--- src/hdl/sacr_pkg.sv ---
package sacr_pkg;

  localparam int HIT_W = 32;
  localparam int LFSR_W = 16;
  localparam logic [HIT_W-1:0] HIT_MAX = '1;
  localparam logic [LFSR_W-1:0] SEED_RESET = 16'd44257;
  localparam logic [LFSR_W-1:0] LFSR_TAPS = 16'hB400;

  localparam logic OP_READ = 1'b0;
  localparam logic OP_WRITE = 1'b1;

  typedef enum logic [3:0] {
    ST_CLEAR  = 4'b0001,
    ST_IDLE   = 4'b0010,
    ST_LOOKUP = 4'b0100,
    ST_DATA   = 4'b1000
  } state_t;

  typedef struct packed {
    logic load;
    logic step;
  } victim_ctl_t;

endpackage

--- src/hdl/sacr_victim.sv ---
module sacr_victim #(
  parameter int WAYS = 8,
  parameter int WAY_W = 3
) (
  input  logic                          clk,
  input  logic                          rst_n,
  input  sacr_pkg::victim_ctl_t         ctl,
  input  logic [sacr_pkg::LFSR_W-1:0]   seed,
  output logic [WAY_W-1:0]              victim
);

  localparam int K = 256 % WAYS;

  function automatic logic [1023:0] mod_lut_f();
    logic [1023:0] t;
    t = '0;
    for (int i = 0; i < 256; i++) begin
      t[i*4 +: 4] = 4'(i % WAYS);
    end
    return t;
  endfunction

  localparam logic [1023:0] MOD_LUT = mod_lut_f();

  logic [sacr_pkg::LFSR_W-1:0] lfsr_r;
  logic [sacr_pkg::LFSR_W-1:0] lfsr_nxt;
  logic [sacr_pkg::LFSR_W-1:0] stepped;
  logic [3:0]                  res_hi;
  logic [3:0]                  res_lo;
  logic [7:0]                  res_sum;
  logic [3:0]                  res;

  assign stepped = (lfsr_r >> 1) ^ (lfsr_r[0] ? sacr_pkg::LFSR_TAPS : '0);

  // The residue of the stepped value is built from the residues of its two bytes.
  assign res_hi  = MOD_LUT[stepped[15:8]*4 +: 4];
  assign res_lo  = MOD_LUT[stepped[7:0]*4 +: 4];
  assign res_sum = 8'(res_hi * K) + 8'(res_lo);
  assign res     = MOD_LUT[res_sum*4 +: 4];
  assign victim  = res[WAY_W-1:0];

  always_comb begin
    priority if (ctl.load) begin
      lfsr_nxt = seed;
    end else if (ctl.step) begin
      lfsr_nxt = stepped;
    end else begin
      lfsr_nxt = lfsr_r;
    end
  end

  always_ff @(posedge clk) begin
    if (!rst_n) begin
      lfsr_r <= sacr_pkg::SEED_RESET;
    end else begin
      lfsr_r <= lfsr_nxt;
    end
  end

endmodule
--- config.mk ---
export PLATFORM = sky130hd
export DESIGN_NAME = sacr_victim
export DESIGN_NICKNAME = d
export VERILOG_FILES = /design/src/hdl/sacr_pkg.sv /design/src/hdl/sacr_victim.sv
export SDC_FILE = /design/constraint.sdc
export NUM_CORES = 1
export LEC_CHECK = 0
export BUFFER_PORTS_ARGS = -buffer_cell sky130_fd_sc_hd__buf_2
export CAP_MARGIN = 0
export CELL_PAD_IN_SITES_DETAIL_PLACEMENT = 0
export CELL_PAD_IN_SITES_GLOBAL_PLACEMENT = 1
export CORE_UTILIZATION = 38
export DETAILED_ROUTE_END_ITERATION = 12
export PLACE_DENSITY_LB_ADDON = 0.2
export SKIP_LAST_GASP = 1
export SLEW_MARGIN = 5
export SYNTH_ARGS = -nofsm -noshare
export SYNTH_HDL_FRONTEND = slang
export SYNTH_SLANG_ARGS = --single-unit
--- constraint.sdc ---
create_clock -name clk -period 1.1 [get_ports clk]
set_input_delay 0.22 -clock clk [delete_from_list [all_inputs] [get_ports clk]]
set_output_delay 0.22 -clock clk [all_outputs]
set_load 0.01 [all_outputs]
==> results of run 1 <==
-- cell type report --
class	count	area, um2	area share (%)
Multi-Input combinational cell	53	462	45.9
Tap cell	27	33.8	3.36
Timing Repair Buffer	28	168	16.7
Sequential cell	16	320	31.8
Clock buffer	3	22.5	2.24
-- routing by layer --
layer	track usage (%)	part of all wire [%]	up-vias
li1	-	-	327
met1	16.9	47	292
met2	24.0	50	12
met3	4.63	3.1	0
met4	2.86	0	0
met5	0	0	-
-- per-stage QoR --
step	hold WS [ns]	setup slack (ns)	total power, mW
after CTS	0.249	0.0731	1.18
after detailed placement	0.541	-0.0431	0.893
after global placement	0.526	-0.0334	0.888
final	0.255	0.100	1.16
after global routing	0.246	0.0296	1.24
after floorplan	0.414	0.103	0.829
-- tightest hold or removal path: cells and delay by family --
kind | cells | cell delay, ns
buffers and inverters | 1 | 0.07
AO/OA/AOI/OAI | 1 | 0.13
AND/OR/NAND/NOR | 1 | 0.08
-- synthesized netlist by cell type --
cell type  count
dfxtp_1       16
and3b_1        8
mux2_2         7
o211a_1        7
a21oi_1        6
mux2i_1        6
nand2b_1       6
buf_4          3
clkbuf_1       3
a211oi_1       2
buf_2          2
nor4b_1        2
xnor2_1        2
a211o_1        1
and3_1         1
and3b_4        1
and4bb_1       1
buf_12         1
buf_6          1
nor2b_2        1
or2b_1         1
xor2_1         1
-- worst max path at each step --
| stage | startpoint | endpoint | slack [ns] | cells after the start |
|---|---|---|---|---|
| final | lfsr_r[1] | victim[0] | 0.10 | 1 |
| after global routing | lfsr_r[1] | victim[0] | 0.03 | 1 |
| after CTS | lfsr_r[1] | victim[0] | 0.07 | 1 |
| after detailed placement | ctl[0] | lfsr_r[12] | -0.04 | 4 |
| after global placement | ctl[0] | lfsr_r[4] | -0.03 | 3 |
| after floorplan | ctl[0] | lfsr_r[12] | 0.10 | 4 |
-- power by group through the flow --
stage               Combinational, mW  Clock [mW]  Sequential, mW
floorplan                       0.173           0           0.656
global placement                0.221           0           0.667
detailed placement              0.226           0           0.668
CTS                             0.226       0.304           0.654
global route                    0.249       0.334           0.661
finish                          0.221       0.284           0.653
-- kinds of logic after synthesis --
logic type / share of synthesized area [%]
multiplexers: 16.2
AND/OR/NAND/NOR: 20.1
buffers and inverters: 8.76
flip-flops: 37.4
XOR/XNOR: 3.07
AO/OA/AOI/OAI: 14.5
==> reports/qor.txt, run 1 <==
Crit Path Class: flip-flop to primary output
final hold vios: 0
PortBufs: 22
H-tree depth: 1
Reg-to-Reg Start: lfsr_r[0]
die width: 49.5 um
worst hold path cell count: 3
synth top area cells: dfxtp_1 37%, mux2_2 9.2%, and3b_1 8.2%
FF+latch count, synth: 16
clock share of power: 24.5%
GP Congestion: 0.703
Syn Inst Count: 79
core box area: 0.00204 mm2
pwr dens: 1150 mW/mm2
CTS tree: yes
antenna violations before repair: 0
# rows: 16
commonest cells after routing, fill and taps aside: 22 x buf_2, 16 x dfxtp_1, 8 x and3b_1, 7 x mux2_2, 7 x o211a_1
status: complete, no violations
max-slew violation count: 0
Worst-Skew Late Latency: 0.27 ns
post-route antenna net violation count: 0
via count: 631
GRT Util Overall: 14.0%
R2R setup slack: 0.18 ns
Max transition margin: 82.5%
CTS clk-pin slew, worst paths: 0.08 ns
io pins: 23
via/cell ratio: 4.97
crit end category: primary output
number of global-route vias before repair: 593
peak supply drop: 0.000714 V
sequential area share after synthesis: 37.4%
routed len/inst: 11.3 um
area share of the leading cell type in the synthesized netlist: 37.4%
Layout Skew: 0.00280 ns
mean post-synth cell area: 10.8 um2
Synth cell types: 22
CP peak stage delay: 0.37 ns
post-route setup TNS: 0 ns
logic gate share of total power: 19.1%
synth warn: 0
Worst R2R Path Depth: 2
worst-path fanout max: 3
Sw Pwr: 0.272 mW
Remaining DRCs: 0
Worst Hold Endpoint: lfsr_r[8]
post-route minimum period: 1.00 ns
finished layout cell area: 0.00101 mm2
hpwl dp: 1110 um
switching part of the total power: 23.5%
Post-layout nets: 122
layout cells sized above 1: 40.0%
synthesized area: 857 um2
dpl cells: 124
CP max-delay cell: dfxtp_1
Static Leakage: 0.530 nW
final setup vio count: 0
max reg flops: 16
Arr. time, crit path: 0.78 ns
WP data required: 0.88 ns
biggest regs: lfsr_r: 16 flops
Starting Density: 42.0%
sequential share of power: 56.4%
fillcell total: 229
max-cap violations: 0
CP Buf/Inv Count: 1
commonest non-fill, non-tap cell in the layout: buf_2
placed cell area: 983 um2
drt initial violations: 0
syn_nets: 99
Reg with most FFs: lfsr_r
area leader, netlist: dfxtp_1
TritonCTS Sinks: 16
CP Cell Sequence: buf_2
clk buf depth: 2
Die ar.: 0.00245 mm2
startpoint types: flip-flop
worst hold start: seed[8]
post-CTS setup buffers: 0
PostCTS Resize Cnt: 0
Root Buffer: clkbuf_4
Total Wirelength: 1440 um
CTS Buf Count: 3
r2r endpoint: lfsr_r[12]
Worst Hold Class: input port to flip-flop
largest net degree at the start of global routing: 14
Die Span Y: 49.5 um
crit share post-route: 90.9%
Util after Layout: 49.3%
non-filler instance count after layout: 127
maximum clock frequency: 1.00 GHz
cell internal pwr: 0.887 mW
Congestion Overflow GR: 0
worst-margin pin slew: 0.262 ns
hold buffers post-CTS: 0
DRT Pass-1 Iters: 1
RSZ-0062 raised after global routing: false
ANT cells: 0
Crit path max-delay family: flip-flops
first-pass GRT wire length: 2580 um
Syn-to-layout area delta: 17.4%
Power figures use the tool's default switching activity.
==> run 2, diff against run 1 <==
Settings changed: ABC_AREA from default to 1, CORE_UTILIZATION 38 to 33, MAX_ROUTING_LAYER from default to met4.
==> run 2 against run 1 <==
- combinational power down 12%
- count of clock-buffer cells in the layout increased by 1
- area after synthesis decreased by 12%
- first-iteration DRC count grew 11
- critical path type unchanged
- utilization fell by 4.7 points
- critical endpoint unchanged
- register-to-register slack improved by 0.02 ns
- total power increased by 7.4%
- sequential cell count stayed put
- synthesized cell count increased by 39%
- largest cell class unchanged
- die area increased by 1.6%
- maximum frequency is 1.9% lower
- hold slack lost 0.11 ns
==> reports/qor.txt, run 2 <==
status: complete, no violations
Most used DFF post-synth: dfxtp_1
Reg-to-Reg Start: lfsr_r[0]
GP Congestion: 0.794
fillcell total: 222
clk buf depth: 2
Die Span Y: 49.9 um
R2R setup slack: 0.20 ns
Syn Inst Count: 110
syn_nets: 130
Arr. time, crit path: 0.80 ns
core box area: 0.00206 mm2
Synth cell types: 15
CP Depth: 1
post-CTS setup buffers: 0
Reg with most FFs: lfsr_r
die width: 49.9 um
Worst-Skew Late Latency: 0.28 ns
worst-margin pin slew: 0.358 ns
GRT Util Overall: 16.9%
max-cap violations: 0
switching part of the total power: 26.4%
ANT cells: 0
max-slew violation count: 0
peak supply drop: 0.000597 V
area leader, netlist: dfxtp_1
Layout Skew: 0.000721 ns
io pins: 23
number of global-route vias before repair: 724
final setup vio count: 0
worst-path fanout max: 3
RSZ-0062 raised after global routing: false
logic gate share of total power: 15.7%
WP data required: 0.88 ns
CTS clk-pin slew, worst paths: 0.10 ns
Util after Layout: 44.5%
commonest non-fill, non-tap cell in the layout: nand2_1
synth top area cells: dfxtp_1 42%, nand2_1 19%, a21oi_1 9.3%
Multi-input gate area: 354 um2
CP max-delay cell: dfxtp_1
synthesized area: 757 um2
max reg flops: 16
Post-layout nets: 153
post-route antenna net violation count: 0
Worst Setup SP: lfsr_r[1]
PortBufs: 22
Static Leakage: 0.464 nW
drt initial violations: 11
post-route minimum period: 1.02 ns
startpoint types: flip-flop
CTS tree: yes
biggest regs: lfsr_r: 16 flops
CTS Buf Count: 3
maximum clock frequency: 0.981 GHz
number of enable flip-flop cells after synthesis: 0
Max transition margin: 76.1%
FF+latch count, synth: 16
Total Wirelength: 1720 um
pwr dens: 1360 mW/mm2
Sw Pwr: 0.329 mW
synth warn: 0
clock share of power: 31.7%
commonest cells after routing, fill and taps aside: 39 x nand2_1, 22 x buf_2, 16 x dfxtp_1, 14 x a21oi_1, 13 x nand3_1
PostCTS Resize Cnt: 0
crit end category: primary output
final hold vios: 0
Remaining DRCs: 0
sequential area share after synthesis: 42.3%
r2r endpoint: lfsr_r[12]
hpwl dp: 1280 um
Root Buffer: clkbuf_4
antenna violations before repair: 0
Crit path max-delay family: flip-flops
via count: 750
routed len/inst: 10.8 um
H-tree depth: 1
sequential share of power: 52.6%
layout cells sized above 1: 25.0%
first-pass GRT wire length: 3110 um
TritonCTS Sinks: 16
DRT Pass-1 Iters: 4
# rows: 16
crit share post-route: 92.6%
CP Cell Sequence: buf_2
Syn-to-layout area delta: 21.3%
Starting Density: 36.7%
Pwr Total: 1.24 mW
mean post-synth cell area: 6.88 um2
CP Buf/Inv Count: 1
Die ar.: 0.00249 mm2
post-route setup TNS: 0 ns
Worst Hold Class: input port to flip-flop
async set-reset flop share out of synthesis: 0%
area share of the leading cell type in the synthesized netlist: 42.3%
via/cell ratio: 4.72
hold buffers post-CTS: 0
Critical Path Sink: victim[0]
Congestion Overflow GR: 0
synth cell count leaders: 39 x nand2_1, 16 x dfxtp_1, 14 x a21oi_1
Worst R2R Path Depth: 4
Seq. cell area: 320 um2
most frequent cell after synthesis: nand2_1
Crit Path Class: flip-flop to primary output
CP peak stage delay: 0.37 ns
largest net degree at the start of global routing: 14
cell internal pwr: 0.916 mW
## run 2: cell types whose count changed after synthesis, sizes merged, moves of 6 or more
| cell | change |
|---|---|
| o21ai | +6 |
| inv | +9 |
| mux2i | -6 |
| nand2 | +39 |
| mux2 | -7 |
| and3b | -9 |
| o211a | -7 |
| a21oi | +8 |
| nand3 | +13 |
| nand2b | -6 |
## run 2: area by class of cell
class / instances / share of cell area (%)
multi-input combinational: 77 / 38.6
sequential: 16 / 34.9
timing repair buffer: 26 / 15.3
clock buffer: 4 / 3.95
inverter: 9 / 3.68
tap: 27 / 3.68
## run 2: worst min path at each step
stage	startpoint	end	slack, ns	cells past startpoint
5_1_grt	seed[11]	lfsr_r[11]	0.15	3
4_1_cts	seed[11]	lfsr_r[11]	0.15	3
2_1_floorplan	rst_n	lfsr_r[14]	0.32	2
3_3_place_gp	seed[11]	lfsr_r[11]	0.45	3
3_5_place_dp	lfsr_r[7]	lfsr_r[6]	0.45	2
6_report	seed[11]	lfsr_r[11]	0.15	3
## run 2: worst reg2reg max path, cell delays in order (launching register included)
cell	delay, ns
dfxtp_1	0.46
inv_1	0.09
nand2_1	0.07
nand3_1	0.08
a21oi_1	0.14
## run 2: per-layer routing
layer  share of wire, %  track usage [%]  wire length (um)  vias up
li1                   -                -                 -      393
met1                 48             21.0               822      337
met2                 47             26.8               809       18
met3                4.4             2.78                76        2
met4               0.75             7.14                13        0
met5                  0                -                 0        -
## run 2: power by group through the flow
stage	registers [mW]	clock network (mW)	logic, mW
2_1_floorplan	0.660	0	0.133
3_3_place_gp	0.668	0	0.196
3_5_place_dp	0.668	0	0.197
4_1_cts	0.655	0.412	0.198
5_1_grt	0.662	0.435	0.227
6_report	0.655	0.394	0.195
## run 2: cell families (layout without fill, tap and decap cells)
kind of cell | Yosys count | in the layout | synth area share, %
AND/OR/NAND/NOR | 54 | 54 | 30.2
AO/OA/AOI/OAI | 21 | 21 | 14.2
buffers and inverters | 17 | 39 | 10.9
flip-flops | 16 | 16 | 42.3
XOR/XNOR | 2 | 2 | 2.31
## run 2: metrics by stage
stage | cell area [um2] | hold WS [ns] | setup slack [ns] | instances
2_1_floorplan | 757 | 0.318 | 0.297 | 110
3_3_place_gp | 882 | 0.445 | 0.103 | 155
3_5_place_dp | 882 | 0.447 | 0.102 | 155
4_1_cts | 918 | 0.147 | 0.0706 | 159
5_1_grt | 918 | 0.152 | 0.0113 | 159
6_report | 918 | 0.149 | 0.0810 | 159
